--- src/mmfrl_pkg.sv ---
`timescale 1ns / 1ps
package mmfrl_pkg;

    localparam int FLOW_COUNT = 64;
    localparam int FLOW_BITS  = 6;
    localparam int RING_SLOTS = 16;
    localparam int RING_BITS  = 4;
    localparam int FILL_BITS  = 5;
    localparam int TIME_BITS  = 48;
    localparam int FTIME_BITS = 50;
    localparam int AMT_BITS   = 49;
    localparam int DVD_BITS   = 52;
    localparam int DVS_BITS   = 32;
    localparam int CFG_IDX_BITS  = 2;
    localparam int CFG_DATA_BITS = 32;

    localparam logic [CFG_IDX_BITS-1:0] CFG_MODE  = 2'd0;
    localparam logic [CFG_IDX_BITS-1:0] CFG_LIMIT = 2'd1;
    localparam logic [CFG_IDX_BITS-1:0] CFG_WIN   = 2'd2;
    localparam logic [CFG_IDX_BITS-1:0] CFG_BURST = 2'd3;

    typedef enum logic [1:0] {
        MODE_TB   = 2'd0,
        MODE_FW   = 2'd1,
        MODE_SW   = 2'd2,
        MODE_GCRA = 2'd3
    } t_mode;

    typedef enum logic [3:0] {
        OP_IDLE,
        OP_LOAD,
        OP_PREP,
        OP_ERR,
        OP_TB_MUL,
        OP_TB_ADD,
        OP_TB_DIV,
        OP_TB_FIN,
        OP_FW,
        OP_SW_CHK,
        OP_SW_FIN,
        OP_GC_DIV0,
        OP_GC_MUL,
        OP_GC_CHK,
        OP_GC_DIV1,
        OP_GC_FIN
    } t_op;

    typedef struct packed {
        logic [FLOW_BITS-1:0] flow_index;
        logic [TIME_BITS-1:0] now_ticks;
    } t_in;

    typedef struct packed {
        logic                 allowed;
        logic [15:0]          remaining;
        logic [TIME_BITS-1:0] retry_ticks;
        logic                 config_error;
    } t_out;

    typedef struct packed {
        t_op  op;
        logic push;
    } t_cmd;

    typedef struct packed {
        logic  cfg_err;
        t_mode mode;
        logic  pop;
        logic  gc_rej;
        logic  div_done;
        logic  out_free;
    } t_sts;

    function automatic logic [TIME_BITS-1:0] sat_time(input logic [TIME_BITS+2:0] v);
        return (v[TIME_BITS+2:TIME_BITS] != 3'd0) ? {TIME_BITS{1'b1}} : v[TIME_BITS-1:0];
    endfunction

    function automatic logic [15:0] sat16(input logic [DVD_BITS-1:0] v);
        return (v[DVD_BITS-1:16] != '0) ? 16'hFFFF : v[15:0];
    endfunction

endpackage

--- src/mmfrl_ctrl.sv ---
`timescale 1ns / 1ps
module mmfrl_ctrl
    import mmfrl_pkg::*;
(
    input  logic i_clk,
    input  logic i_rst_n,
    input  logic i_in_valid,
    input  t_sts i_sts,
    output t_cmd o_cmd,
    output logic o_in_ready
);

    typedef enum logic [4:0] {
        S_IDLE, S_PREP, S_ERR,
        S_TB_MUL, S_TB_ADD, S_TB_DIV, S_TB_WAIT, S_TB_FIN,
        S_FW,
        S_SW_CHK, S_SW_FIN,
        S_GC_DIV0, S_GC_W0, S_GC_MUL, S_GC_CHK, S_GC_DIV1, S_GC_W1, S_GC_FIN,
        S_OUT
    } t_state;

    t_state r_state, n_state;

    always_comb begin
        n_state      = r_state;
        o_cmd.op     = OP_IDLE;
        o_cmd.push   = 1'b0;
        o_in_ready   = 1'b0;
        case (r_state)
            S_IDLE: begin
                o_in_ready = 1'b1;
                if (i_in_valid) begin
                    o_cmd.op = OP_LOAD;
                    n_state  = S_PREP;
                end
            end
            S_PREP: begin
                o_cmd.op = OP_PREP;
                if (i_sts.cfg_err) begin
                    n_state = S_ERR;
                end else begin
                    case (i_sts.mode)
                        MODE_TB:   n_state = S_TB_MUL;
                        MODE_FW:   n_state = S_FW;
                        MODE_SW:   n_state = S_SW_CHK;
                        MODE_GCRA: n_state = S_GC_DIV0;
                        default:   n_state = S_ERR;
                    endcase
                end
            end
            S_ERR: begin
                o_cmd.op = OP_ERR;
                n_state  = S_OUT;
            end
            S_TB_MUL: begin
                o_cmd.op = OP_TB_MUL;
                n_state  = S_TB_ADD;
            end
            S_TB_ADD: begin
                o_cmd.op = OP_TB_ADD;
                n_state  = S_TB_DIV;
            end
            S_TB_DIV: begin
                o_cmd.op = OP_TB_DIV;
                n_state  = S_TB_WAIT;
            end
            S_TB_WAIT: begin
                if (i_sts.div_done) begin
                    n_state = S_TB_FIN;
                end
            end
            S_TB_FIN: begin
                o_cmd.op = OP_TB_FIN;
                n_state  = S_OUT;
            end
            S_FW: begin
                o_cmd.op = OP_FW;
                n_state  = S_OUT;
            end
            S_SW_CHK: begin
                o_cmd.op = OP_SW_CHK;
                if (!i_sts.pop) begin
                    n_state = S_SW_FIN;
                end
            end
            S_SW_FIN: begin
                o_cmd.op = OP_SW_FIN;
                n_state  = S_OUT;
            end
            S_GC_DIV0: begin
                o_cmd.op = OP_GC_DIV0;
                n_state  = S_GC_W0;
            end
            S_GC_W0: begin
                if (i_sts.div_done) begin
                    n_state = S_GC_MUL;
                end
            end
            S_GC_MUL: begin
                o_cmd.op = OP_GC_MUL;
                n_state  = S_GC_CHK;
            end
            S_GC_CHK: begin
                o_cmd.op = OP_GC_CHK;
                n_state  = i_sts.gc_rej ? S_OUT : S_GC_DIV1;
            end
            S_GC_DIV1: begin
                o_cmd.op = OP_GC_DIV1;
                n_state  = S_GC_W1;
            end
            S_GC_W1: begin
                if (i_sts.div_done) begin
                    n_state = S_GC_FIN;
                end
            end
            S_GC_FIN: begin
                o_cmd.op = OP_GC_FIN;
                n_state  = S_OUT;
            end
            S_OUT: begin
                if (i_sts.out_free) begin
                    o_cmd.push = 1'b1;
                    n_state    = S_IDLE;
                end
            end
            default: begin
                n_state = S_IDLE;
            end
        endcase
    end

    always_ff @(posedge i_clk) begin
        if (!i_rst_n) begin
            r_state <= S_IDLE;
        end else begin
            r_state <= n_state;
        end
    end

    a_push_to_idle: assert property (@(posedge i_clk) disable iff (!i_rst_n)
        o_cmd.push |=> (r_state == S_IDLE))
        else $error("result push not followed by idle");

    a_no_stray_done: assert property (@(posedge i_clk) disable iff (!i_rst_n)
        (r_state == S_IDLE || r_state == S_OUT || r_state == S_PREP) |-> !i_sts.div_done)
        else $error("divider finished outside a wait state");

    a_err_path: assert property (@(posedge i_clk) disable iff (!i_rst_n)
        (r_state == S_PREP && i_sts.cfg_err) |=> (r_state == S_ERR))
        else $error("bad configuration not reported");

endmodule

--- config.mk ---
export PLATFORM = sky130hd
export DESIGN_NAME = mmfrl_ctrl
export DESIGN_NICKNAME = d
export VERILOG_FILES = /design/src/mmfrl_pkg.sv /design/src/mmfrl_ctrl.sv
export SDC_FILE = /design/constraint.sdc
export NUM_CORES = 1
export LEC_CHECK = 0
export ABC_AREA = 1
export BUFFER_PORTS_ARGS = -buffer_cell sky130_fd_sc_hd__buf_2
export CAP_MARGIN = 15
export CORE_MARGIN = 2
export CORE_UTILIZATION = 45
export CTS_CLUSTER_DIAMETER = 60
export CTS_CLUSTER_SIZE = 40
export DETAILED_ROUTE_END_ITERATION = 10
export HOLD_SLACK_MARGIN = 0.12
export PLACE_DENSITY = 0.77
export SLEW_MARGIN = 0
export SYNTH_ARGS = -nofsm -noshare
export SYNTH_HDL_FRONTEND = slang
export SYNTH_SLANG_ARGS = --single-unit
--- constraint.sdc ---
create_clock -name i_clk -period 1.3 [get_ports i_clk]
set_input_delay 0.13 -clock i_clk [delete_from_list [all_inputs] [get_ports i_clk]]
set_output_delay 0.13 -clock i_clk [all_outputs]
set_load 0.05 [all_outputs]
Word-level counts from Yosys, hierarchy flattened
Index checks and enable logic that the tools add are counted.

word-level totals
  bits of input ports = 10
  output and inout port bits = 6
  logic and storage cells = 47
  flip-flop bits (word level) = 5

cells by class
  reductions and logical operators = 4
  equality and inequality tests = 27
  multiplexer cells = 15

operators by type and width
  operator            number
  $pmux 5 s15         1
  $pmux 4 s15         1
  $eq 5x4->1 const B  8
  $mux 5              8
  $eq 5x3->1 const B  4
  $pmux 5 s4          1
  $eq 5x5->1 const B  3
  $ne 2x2->1 const B  6
  $eq 5x2->1 const B  2
  $reduce_and 6->1    1
  $eq 5x1->1 const B  1
  $logic_not 5->1     1
  $reduce_or 5->1     1
  $eq 2x2->1 const B  2
  $mux 1              4
  $eq 2x1->1 const B  1
  $logic_not 2->1     1

Longest topological paths before layout
Gate-level depths: netlist (run 1).

  depth in word-level cells = 4
  gate-level depth with buffers = 10
  mapped depth without buffers = 10

Worst setup path after synthesis (run 1)
Ideal clock, no wire load.

  kind = register to output
  from = reg r_state[4]
  to = out o_cmd[1] (netlist bit)
  buffers on the path = 1
  required time = 1.170 ns
  cell stages (with the launch flop) = 7
  arrival time = 1.638 ns
  path slack = -0.468 ns
  cells stage by stage = dfxtp_1 -> inv_2 -> buf_6 -> nand3_1 -> inv_1 -> a21oi_1 -> o2111ai_1

RTL lines
  element                   line               source
  start: declaration        mmfrl_ctrl.sv:22   t_state r_state, n_state;
  start signal: assignment  mmfrl_ctrl.sv:136  r_state <= n_state;
  end: declaration          mmfrl_ctrl.sv:9    output t_cmd o_cmd,

==> impl_metrics.json, run 1 <==
{
  "status": "finished with violations",
  "violations": "negative setup slack",
  "drt_iter0_drc": 69,
  "clock_latency_ns": 0.26,
  "grt_max_degree": 12,
  "synth.yosys.seq_area_share_pct": 15.66,
  "worstSetupEndpointType": "output port",
  "pwr-share-seq_pct": 11.1,
  "ios": 16,
  "synth_top_area_cell": "nand2_1",
  "num_rows": 13,
  "reg_top3": "r_state x5",
  "dp_cells": 174,
  "ys_seq_elements": 5,
  "peakVddDrop_mv": 2.257,
  "grt_usage_pct": 33.78,
  "final_layout_size_suffix_gt1_share_pct": 53.25,
  "hp-class": "in2reg",
  "rsz0062_at_grt": "true",
  "multi_input_area_um2": 583.1,
  "p_comb_share_pct": 82.7,
  "cap_violations": 0,
  "viasPerCell": 5.967,
  "syn_nets": 129,
  "hold_violations": 0,
  "holdCritStartpoint": "i_rst_n",
  "syn-cell-area_um2": 639.4,
  "cts_tree": "built",
  "clock.fmax_mhz": 610.1,
  "arrival_ns": 1.51,
  "cp-startpoint": "r_state[0]",
  "die_y_um": 41.70,
  "slew_viol_final": 0,
  "largest_register_ffs": 5,
  "drt_pass1_iterations": 5,
  "area_growth_pct": 89.43,
  "final_antenna_net_count": 0,
  "antenna_found_initial": 0,
  "yosysUniqueCellTypes": 20,
  "cpMostUsedCell": "buf_6",
  "grt_pass1_vias": 994,
  "setup_slack_ns": -0.3390,
  "io_buffers": 15,
  "clkSlewWorstSetupHoldPaths_ns": 0.06,
  "clockRootBuffer": "clkbuf_4",
  "grt_overflow": 0,
  "numCtsBuffers": 3,
  "clock_path_buffers": 2,
  "crit_type": "reg2out",
  "hpwl_um": 1654,
  "crit_chain": "buf_6, inv_4, nor2_4, nand3_2, nand2_2, a21oi_4, o2111ai_4, buf_6",
  "critPathRequiredTime_ns": 1.17,
  "setup_violations": 11,
  "clock_sinks": 5,
  "start_util_pct": 48.53,
  "tightest_slew_ns": 0.2765,
  "detail_route.wl_per_cell_um": 17.98,
  "start_kind": "flip-flop",
  "swShare_pct": 55.26,
  "syn_avg_cell_area_um2": 5.465,
  "worst-path-max-fanout": 5,
  "postPlaceCellArea_um2": 983.4,
  "reg2reg_slack_ns": -0.25,
  "drc": 0,
  "synth_top_area_share_pct": 15.85,
  "cts_hold_buffers": 0,
  "timing.hold.ws_ns": 0.1308,
  "p_sw_mw": 1.862,
  "p_clk_share_pct": 6.2,
  "ff_latch_area_um2": 118.9,
  "intPower_mw": 1.508,
  "layout_min_cycle_time_ns": 1.639,
  "powerDensity_mw_per_mm2": 2783,
  "power.total_mw": 3.370,
  "synthCells": 117,
  "cpPeakStageDelay_ns": 0.37,
  "htree_levels": 1,
  "coreArea_mm2": 0.001318,
  "layout_worst_path_cycle_share_pct": 126.1,
  "die_w_um": 41.70,
  "worst_slew_margin_rel_pct": 81.44,
  "p_leak_nw": 0.6537,
  "yosys_warnings": 0,
  "rr_startpoint": "r_state[0]",
  "fin_cells": 184,
  "place_congestion": 0.8806,
  "fill_cells": 58,
  "dr_total_vias": 1098,
  "die_area_mm2": 0.001738,
  "diodes": 0,
  "fin_area_mm2": 0.001211,
  "netlist_top_cells_area": "nand2_1, dfxtp_1, nand3_1, nor2_1, inv_1",
  "top_register": "r_state",
  "grt_first_pass_wirelength_um": 4457,
  "slowest_stage": "dfxtp_4",
  "nets": 182,
  "fin_skew_ns": 0.01499,
  "routed_wl_um": 3309
}
[cells in the final DEF (no fill, tap or decap)]
cell / instances
clkbuf_4: 3
o22ai_2: 1
buf_4: 32
nor3_2: 2
buf_6: 8
nand4_1: 3
a21oi_4: 1
nand3_2: 8
o211ai_1: 1
nor2_4: 8
a21oi_1: 2
o21ai_1: 2
nor2_1: 17
clkinvlp_4: 1
nand2_4: 1
nor2_2: 1
ha_1: 2
nand3b_1: 3
dfxtp_4: 5
buf_2: 10
inv_2: 2
inv_1: 15
nand2_1: 24
inv_4: 2
nand3_1: 9
clkbuf_1: 1
o2111ai_4: 1
a21oi_2: 1
nand2_2: 3
[critical path: cells and delay by family (launching register included)]
| kind | cells | cell delay (ns) |
|---|---|---|
| AND/OR/NAND/NOR | 3 | 0.22 |
| flip-flops | 1 | 0.37 |
| AO/OA/AOI/OAI | 2 | 0.28 |
| buffers and inverters | 3 | 0.36 |
[what timing repair did]
action / 4_1_cts / 5_1_grt
buffers inserted: 4 / 2
resized for setup: 32 / 13
pin swaps: 14 / 6
setup endpoints to repair: 11 / 11
[through the flow]
stage / setup TNS [ns] / util [%] / worst slack [ns]
after floorplan: -0.4473 / - / -0.2082
after global placement: -1.034 / 74.64 / -0.2107
after detailed placement: -1.011 / 74.64 / -0.1939
after CTS: -1.489 / 87.08 / -0.2521
after global routing: -2.887 / 91.93 / -0.4004
final: -2.354 / 91.93 / -0.3390
[power groups by stage]
| stage | registers (mW) | clock network, mW | logic [mW] |
|---|---|---|---|
| detailed placement | 0.312 | 0 | 2.11 |
| global placement | 0.309 | 0 | 2.07 |
| floorplan | 0.301 | 0 | 1.40 |
| CTS | 0.352 | 0.192 | 2.45 |
| global route | 0.377 | 0.228 | 2.92 |
| finish | 0.376 | 0.208 | 2.79 |
[area by class of cell]
cell class | instances | area share (%)
Clock buffer | 4 | 2.169
Inverter | 20 | 6.921
Multi-Input combinational cell | 90 | 48.14
Sequential cell | 5 | 9.814
Tap cell | 15 | 1.550
Timing Repair Buffer | 50 | 31.41
[synth_stat cells]
master	n
nand2_1	27
o211ai_1	1
buf_6	2
nand3_2	1
inv_1	18
nor3_1	2
o22ai_1	1
nand3b_1	3
o21ai_0	2
nor2_4	1
nor2_1	21
a21oi_1	4
dfxtp_1	5
ha_1	2
nand4_1	3
nor2_2	4
nand3_1	16
nand2_2	1
inv_2	2
o2111ai_1	1
[routing by layer]
metal / GRT usage (%) / routed length, um / up-vias
met5: 0 / 0 / -
met2: 56.88 / 1568 / 91
li1: - / - / 481
met4: 18.06 / 195 / 0
met3: 11.30 / 327 / 24
met1: 37.04 / 1218 / 502
[path summary, 6_finish.rpt]
path / cells after the start / endpoint
setup reg to reg: 11 / r_state[4]
hold / removal: 3 / r_state[1]
setup / recovery: 8 / o_cmd[1]
hold reg to reg: 5 / r_state[1]
[logic make-up (layout without fill, tap and decap cells)]
kind of cell	after synthesis	in the layout	share of synthesized area [%]
adders and majority gates	2	2	3.913
and+or+nand+nor	79	79	56.95
buffers and inverters	22	74	15.26
AOI/OAI and AO/OA	9	9	8.221
DFF	5	5	15.66
(Power assumes the default switching activity.)
==> inputs of run 2 (changes only) <==
--- a/config.mk
+++ b/config.mk
@@ -11,10 +11,11 @@
 export CORE_MARGIN = 2
 export CORE_UTILIZATION = 45
 export CTS_CLUSTER_DIAMETER = 60
-export CTS_CLUSTER_SIZE = 40
+export CTS_CLUSTER_SIZE = 20
 export DETAILED_ROUTE_END_ITERATION = 10
 export HOLD_SLACK_MARGIN = 0.12
 export PLACE_DENSITY = 0.77
+export SETUP_SLACK_MARGIN = 0.15
 export SLEW_MARGIN = 0
 export SYNTH_ARGS = -nofsm -noshare
 export SYNTH_HDL_FRONTEND = slang
==> impl_metrics.json, run 2 <==
{
  "status": "did not finish",
  "lastStage": "global routing (5_1_grt)",
  "firstError": "[ERROR DPL-0038] Utilization greater than 100%, impossible to legalize",
  "numCtsBuffers": 3,
  "netlist_top_cells_area": "nand2_1, dfxtp_1, nand3_1, nor2_1, inv_1",
  "synth_edf_count": 0,
  "grt_max_degree": 8,
  "syn-cell-area_um2": 639.4,
  "synth.yosys.seq_area_share_pct": 15.66,
  "synth_top_area_cell": "nand2_1",
  "die_y_um": 41.70,
  "ys_async_sr_fraction_pct": 0,
  "worstEpCategory": "primary output",
  "synth.most_common_cell": "nand2_1",
  "dp_cells": 174,
  "yosys_warnings": 0,
  "synthCells": 117,
  "syn_nets": 129,
  "ys_top_cells_by_count": "nand2_1, nor2_1, inv_1",
  "yosysUniqueCellTypes": 20,
  "synth_top_area_share_pct": 15.85,
  "start_util_pct": 48.53,
  "die_w_um": 41.70,
  "syn_avg_cell_area_um2": 5.465,
  "ios": 16,
  "ys.flop_type": "dfxtp_1",
  "clock_sinks": 5,
  "htree_levels": 1,
  "clockRootBuffer": "clkbuf_4",
  "place_congestion": 0.9520,
  "io_buffers": 15,
  "clock_path_buffers": 2,
  "hpwl_um": 1850,
  "num_rows": 13,
  "worst_endpoint": "o_cmd[2]",
  "ys_seq_elements": 5
}
==> run 2: cell counts after synthesis <==
No cell type changed its count.
==> run 2: through the flow <==
step | hold WS [ns] | worst slack, ns | utilization [%] | cell area (um^2)
after detailed placement | 0.3852 | -0.1059 | 78.44 | 1033
after CTS | 0.1360 | -0.2432 | 92.31 | 1216
after global placement | 0.3820 | -0.08247 | 78.44 | 1033
after floorplan | 0.2408 | -0.2044 | - | 719.4
==> run 2: cells by family after synthesis <==
logic type / synth area share, %
AND/OR/NAND/NOR: 56.95
AO/OA/AOI/OAI: 8.221
adder cells (fa/ha/maj): 3.913
flip-flops: 15.66
buffers and inverters: 15.26
==> run 2: repair_timing <==
| action | CTS |
|---|---|
| hold buffers | 0 |
| pin swaps | 4 |
| endpoints found under the setup margin | 11 |
| setup buffers | 9 |
| resized for setup | 26 |
==> inputs of run 3 (changes only) <==
--- a/config.mk
+++ b/config.mk
@@ -8,14 +8,10 @@
 export ABC_AREA = 1
 export BUFFER_PORTS_ARGS = -buffer_cell sky130_fd_sc_hd__buf_2
 export CAP_MARGIN = 15
-export CORE_MARGIN = 2
-export CORE_UTILIZATION = 45
-export CTS_CLUSTER_DIAMETER = 60
-export CTS_CLUSTER_SIZE = 20
+export CORE_AREA = 2 2 63 65
 export DETAILED_ROUTE_END_ITERATION = 10
-export HOLD_SLACK_MARGIN = 0.12
-export PLACE_DENSITY = 0.77
-export SETUP_SLACK_MARGIN = 0.15
+export DIE_AREA = 0 0 65 67
+export PLACE_DENSITY_LB_ADDON = 0.15
 export SLEW_MARGIN = 0
 export SYNTH_ARGS = -nofsm -noshare
 export SYNTH_HDL_FRONTEND = slang
==> impl_metrics.json, run 3 (synthesis gave the netlist of run 1 again) <==
{
  "area_growth_pct": 102.0,
  "worstSetupEndpointType": "output port",
  "cpMostUsedCell": "buf_6",
  "layout_worst_path_cycle_share_pct": 117.9,
  "slew_viol_final": 0,
  "finalSetupTns_ns": -1.345,
  "viasPerCell": 4.220,
  "p_leak_nw": 0.6732,
  "crit_chain": "buf_6, nor2_4, nand3_2, clkinvlp_4, a21oi_2, o2111ai_4, buf_6",
  "grt_usage_pct": 12.03,
  "ff2ff_path_depth": 11,
  "worst_slew_margin_rel_pct": 83.43,
  "min_path_cells": 3,
  "top_register": "r_state",
  "power.total_mw": 3.371,
  "cap_violations": 0,
  "io_buffers": 15,
  "setup_slack_ns": -0.2333,
  "slowest_stage": "dfxtp_4",
  "mostFrequentLayoutCells": "buf_4, nand2_1, nor2_1",
  "layout_min_cycle_time_ns": 1.533,
  "reg_top3": "r_state x5",
  "clock_path_buffers": 2,
  "path_buf_inv": 3,
  "grt_overflow": 0,
  "clock_latency_ns": 0.22,
  "final_layout_size_suffix_gt1_share_pct": 57.06,
  "die_y_um": 67,
  "fin_skew_ns": 0.0005633,
  "crit_type": "reg2out",
  "clock.fmax_mhz": 652.2,
  "tightest_slew_ns": 0.2476,
  "start_util_pct": 17.73,
  "coreArea_mm2": 0.003606,
  "status": "finished with violations",
  "dr_total_vias": 920,
  "cpPeakStageDelay_ns": 0.36,
  "worst-path-max-fanout": 5,
  "clockRootBuffer": "clkbuf_8",
  "clock_sinks": 5,
  "ios": 16,
  "drc": 0,
  "rr_startpoint": "r_state[1]",
  "utilization_pct": 35.81,
  "hpwl_um": 1927,
  "grt_max_degree": 10,
  "grt_first_pass_wirelength_um": 4057,
  "cts_tree": "built",
  "start_kind": "flip-flop",
  "hold_violations": 0,
  "final_common_cell": "buf_4",
  "setup_violations": 9,
  "grt_pass1_vias": 978,
  "r2r-end": "r_state[0]",
  "arrival_ns": 1.40,
  "largest_register_ffs": 5,
  "diodes": 0,
  "peakVddDrop_mv": 0.6119,
  "num_rows": 22,
  "place_congestion": 0.8405,
  "path_delay_family": "buffers and inverters",
  "hold_path_end": "r_state[4]",
  "rsz0062_at_grt": "true",
  "numCtsBuffers": 3,
  "nets": 183,
  "die_area_mm2": 0.004355,
  "die_w_um": 65,
  "drt_iter0_drc": 24,
  "final_antenna_net_count": 0,
  "drt_pass1_iterations": 4,
  "critPathRequiredTime_ns": 1.17,
  "hp-class": "in2reg",
  "routed_wl_um": 2440,
  "htree_levels": 1,
  "detail_route.wl_per_cell_um": 11.19,
  "dp_slack_ns": -0.1785,
  "holdCritStartpoint": "i_rst_n",
  "reg2reg_slack_ns": -0.11,
  "clkSlewWorstSetupHoldPaths_ns": 0.03,
  "violations": "negative setup slack",
  "powerDensity_mw_per_mm2": 2610,
  "antenna_found_initial": 0
}
run 3: layout make-up:
class	count	area (um^2)
fillers	402	2315
multi-input cells	91	581.8
repair buffers	50	406.6
flip-flops and latches	5	116.4
inverters	20	81.33
well taps	48	60.06
clock buffers	4	45.04
run 3: worst max-delay path by stage:
stage                     startpoint  endpoint  depth (start not counted)
final                     r_state[1]  o_cmd[1]                          7
after detailed placement  r_state[1]  o_cmd[3]                          6
after CTS                 r_state[1]  o_cmd[1]                          7
after floorplan           r_state[4]  o_cmd[1]                          6
after global placement    r_state[1]  o_cmd[3]                          6
after global routing      r_state[1]  o_cmd[1]                          7
run 3: worst min-delay path: cells and delay by family:
family                 cells  cell delay, ns
and+or+nand+nor            2            0.09
buffers and inverters      1            0.12
run 3: per-stage QoR:
stage	hold slack, ns	instances	cell area [um^2]
detailed placement	0.3938	205	1022
global route	0.1758	218	1291
finish	0.1628	218	1291
floorplan	0.2408	117	694.4
CTS	0.1596	216	1226
global placement	0.3869	205	1022
run 3: timing repair:
action,4_1_cts,5_1_grt
hold endpoints to repair,0,0
pin swaps,7,10
hold buffers,0,0
endpoints found under the setup margin,11,11
gates resized for setup,36,16
gates cloned,1,0
setup buffers,6,3
run 3: power breakdown:
| group | total [mW] | switching (mW) | internal (mW) |
|---|---|---|---|
| clock network | 0.283 | 0.0729 | 0.210 |
| logic | 2.74 | 1.50 | 1.25 |
| registers | 0.346 | 0.108 | 0.238 |
| total | 3.37 | 1.68 | 1.69 |
run 3: metal layers:
| metal | part of all wire (%) | track usage [%] | vias up |
|---|---|---|---|
| li1 | - | - | 483 |
| met2 | 50 | 21.65 | 11 |
| met1 | 46 | 13.70 | 422 |
| met5 | 0 | 0 | - |
| met4 | 2.0 | 5.585 | 0 |
| met3 | 2.3 | 2.196 | 4 |
==> inputs of run 4 (changes only) <==
--- a/config.mk
+++ b/config.mk
@@ -11,6 +11,7 @@
 export CORE_AREA = 2 2 63 65
 export DETAILED_ROUTE_END_ITERATION = 10
 export DIE_AREA = 0 0 65 67
+export MAX_ROUTING_LAYER = met4
 export PLACE_DENSITY_LB_ADDON = 0.15
 export SLEW_MARGIN = 0
 export SYNTH_ARGS = -nofsm -noshare
==> impl_metrics.json, run 4 (synthesis gave the netlist of run 1 again) <==
{
  "violations": "negative setup slack",
  "diodes": 0,
  "setup_violations": 9,
  "swShare_pct": 49.73,
  "ios": 16,
  "powerDensity_mw_per_mm2": 2610,
  "slew_viol_final": 0,
  "p_leak_nw": 0.6732,
  "top_register": "r_state",
  "postPlaceCellArea_mm2": 0.001022,
  "mostFrequentLayoutCells": "buf_4, nand2_1, nor2_1",
  "detail_route.wl_per_cell_um": 11.19,
  "coreArea_mm2": 0.003606,
  "arrival_ns": 1.40,
  "cap_violations": 0,
  "fin_area_mm2": 0.001291,
  "htree_levels": 1,
  "hp-class": "in2reg",
  "area_growth_pct": 102.0,
  "peakVddDrop_mv": 0.6119,
  "cpPeakStageDelay_ns": 0.36,
  "path_delay_family": "buffers and inverters",
  "grt_max_degree": 10,
  "p_comb_share_pct": 81.3,
  "layout_worst_path_cycle_share_pct": 117.9,
  "grt_usage_pct": 12.35,
  "routed_wl_um": 2440,
  "io_buffers": 15,
  "crit_cells": 7,
  "clkSlewWorstSetupHoldPaths_ns": 0.03,
  "grt_overflow": 0,
  "drc": 0,
  "crit_chain": "buf_6, nor2_4, nand3_2, clkinvlp_4, a21oi_2, o2111ai_4, buf_6",
  "min_path_cells": 3,
  "grt_pass1_vias": 978,
  "p_clk_share_pct": 8.4,
  "die_w_um": 65,
  "largest_register_ffs": 5,
  "clock_sinks": 5,
  "worst_slew_margin_rel_pct": 83.43,
  "final_layout_size_suffix_gt1_share_pct": 57.06,
  "grt_first_pass_wirelength_um": 4050,
  "clockRootBuffer": "clkbuf_8",
  "die_area_mm2": 0.004355,
  "clock_latency_ns": 0.22,
  "num_rows": 22,
  "reg_top3": "r_state x5",
  "timing.hold.ws_ns": 0.1628,
  "die_y_um": 67,
  "pwr-share-seq_pct": 10.3,
  "multi_input_area_um2": 581.8,
  "final_antenna_net_count": 0,
  "setup_slack_ns": -0.2333,
  "p_sw_mw": 1.676,
  "worst-path-max-fanout": 5,
  "crit_type": "reg2out",
  "cts_hold_buffers": 0,
  "status": "finished with violations",
  "slowest_stage": "dfxtp_4",
  "tightest_slew_ns": 0.2476,
  "layout_min_cycle_time_ns": 1.533,
  "final_common_cell": "buf_4",
  "power.total_mw": 3.371,
  "dr_total_vias": 922,
  "clock.fmax_mhz": 652.2,
  "antenna_found_initial": 0,
  "hold_violations": 0,
  "cts_tree": "built",
  "cpMostUsedCell": "buf_6",
  "drt_iter0_drc": 24,
  "critPathRequiredTime_ns": 1.17,
  "fin_skew_ns": 0.0006004,
  "nets": 183,
  "hpwl_um": 1927,
  "intPower_mw": 1.694,
  "rsz0062_at_grt": "true",
  "path_buf_inv": 3,
  "drt_pass1_iterations": 4,
  "ff_latch_area_um2": 116.4,
  "viasPerCell": 4.229,
  "place_congestion": 0.8536,
  "ff2ff_path_depth": 11,
  "start_kind": "flip-flop",
  "worstSetupEndpointType": "output port",
  "numCtsBuffers": 3,
  "fill_cells": 402,
  "clock_path_buffers": 2,
  "start_util_pct": 17.73
}
[run 4: cell counts in the layout (fill, tap and decap cells not counted)]
No cell type changed its count.
[run 4: per-layer routing]
metal	routed length, um	GRT usage [%]	up-vias
met5	0	-	-
met4	55	5.585	0
met3	39	1.858	6
met2	1210	21.65	11
met1	1135	13.90	422
li1	-	-	483
[run 4: final cells by class]
type,instances,area share [%]
tap,48,4.651
clock buffer,4,3.488
sequential,5,9.012
timing repair buffer,50,31.49
inverter,20,6.298
multi-input combinational,91,45.06
[run 4: repair_timing]
item	CTS	global route
resized for setup	36	16
gates cloned	1	0
endpoints found under the setup margin	11	11
buffers inserted	6	3
pin swaps	7	10
endpoints found under the hold margin	0	0
[run 4: worst min-delay path, cell delays in order]
cell and delay [ns]:
buf_2 0.12, nand2_1 0.06, nor2_1 0.03
[run 4: power groups by stage]
stage | logic (mW) | registers [mW] | clock network [mW]
after floorplan | 1.40 | 0.301 | 0
after global placement | 2.12 | 0.305 | 0
after CTS | 2.58 | 0.339 | 0.292
after global routing | 2.95 | 0.357 | 0.306
after detailed placement | 2.12 | 0.302 | 0
final | 2.74 | 0.346 | 0.283
[run 4: path summary, 6_finish.rpt]
kind / startpoint / end / slack [ns]
max reg2reg: r_state[1] / r_state[0] / -0.11
max: r_state[1] / o_cmd[1] / -0.23
min reg2reg: r_state[1] / r_state[4] / 0.72
min: i_rst_n / r_state[4] / 0.16
[run 4: per-stage QoR]
step	utilization (%)	TNS [ns]	worst slack (ns)	instances
final	35.81	-1.345	-0.2333	218
after CTS	34.00	-1.418	-0.2232	216
after floorplan	-	-0.4473	-0.2082	117
after global placement	28.35	-1.169	-0.2208	205
after detailed placement	28.35	-1.103	-0.1785	205
after global routing	35.81	-2.186	-0.2901	218
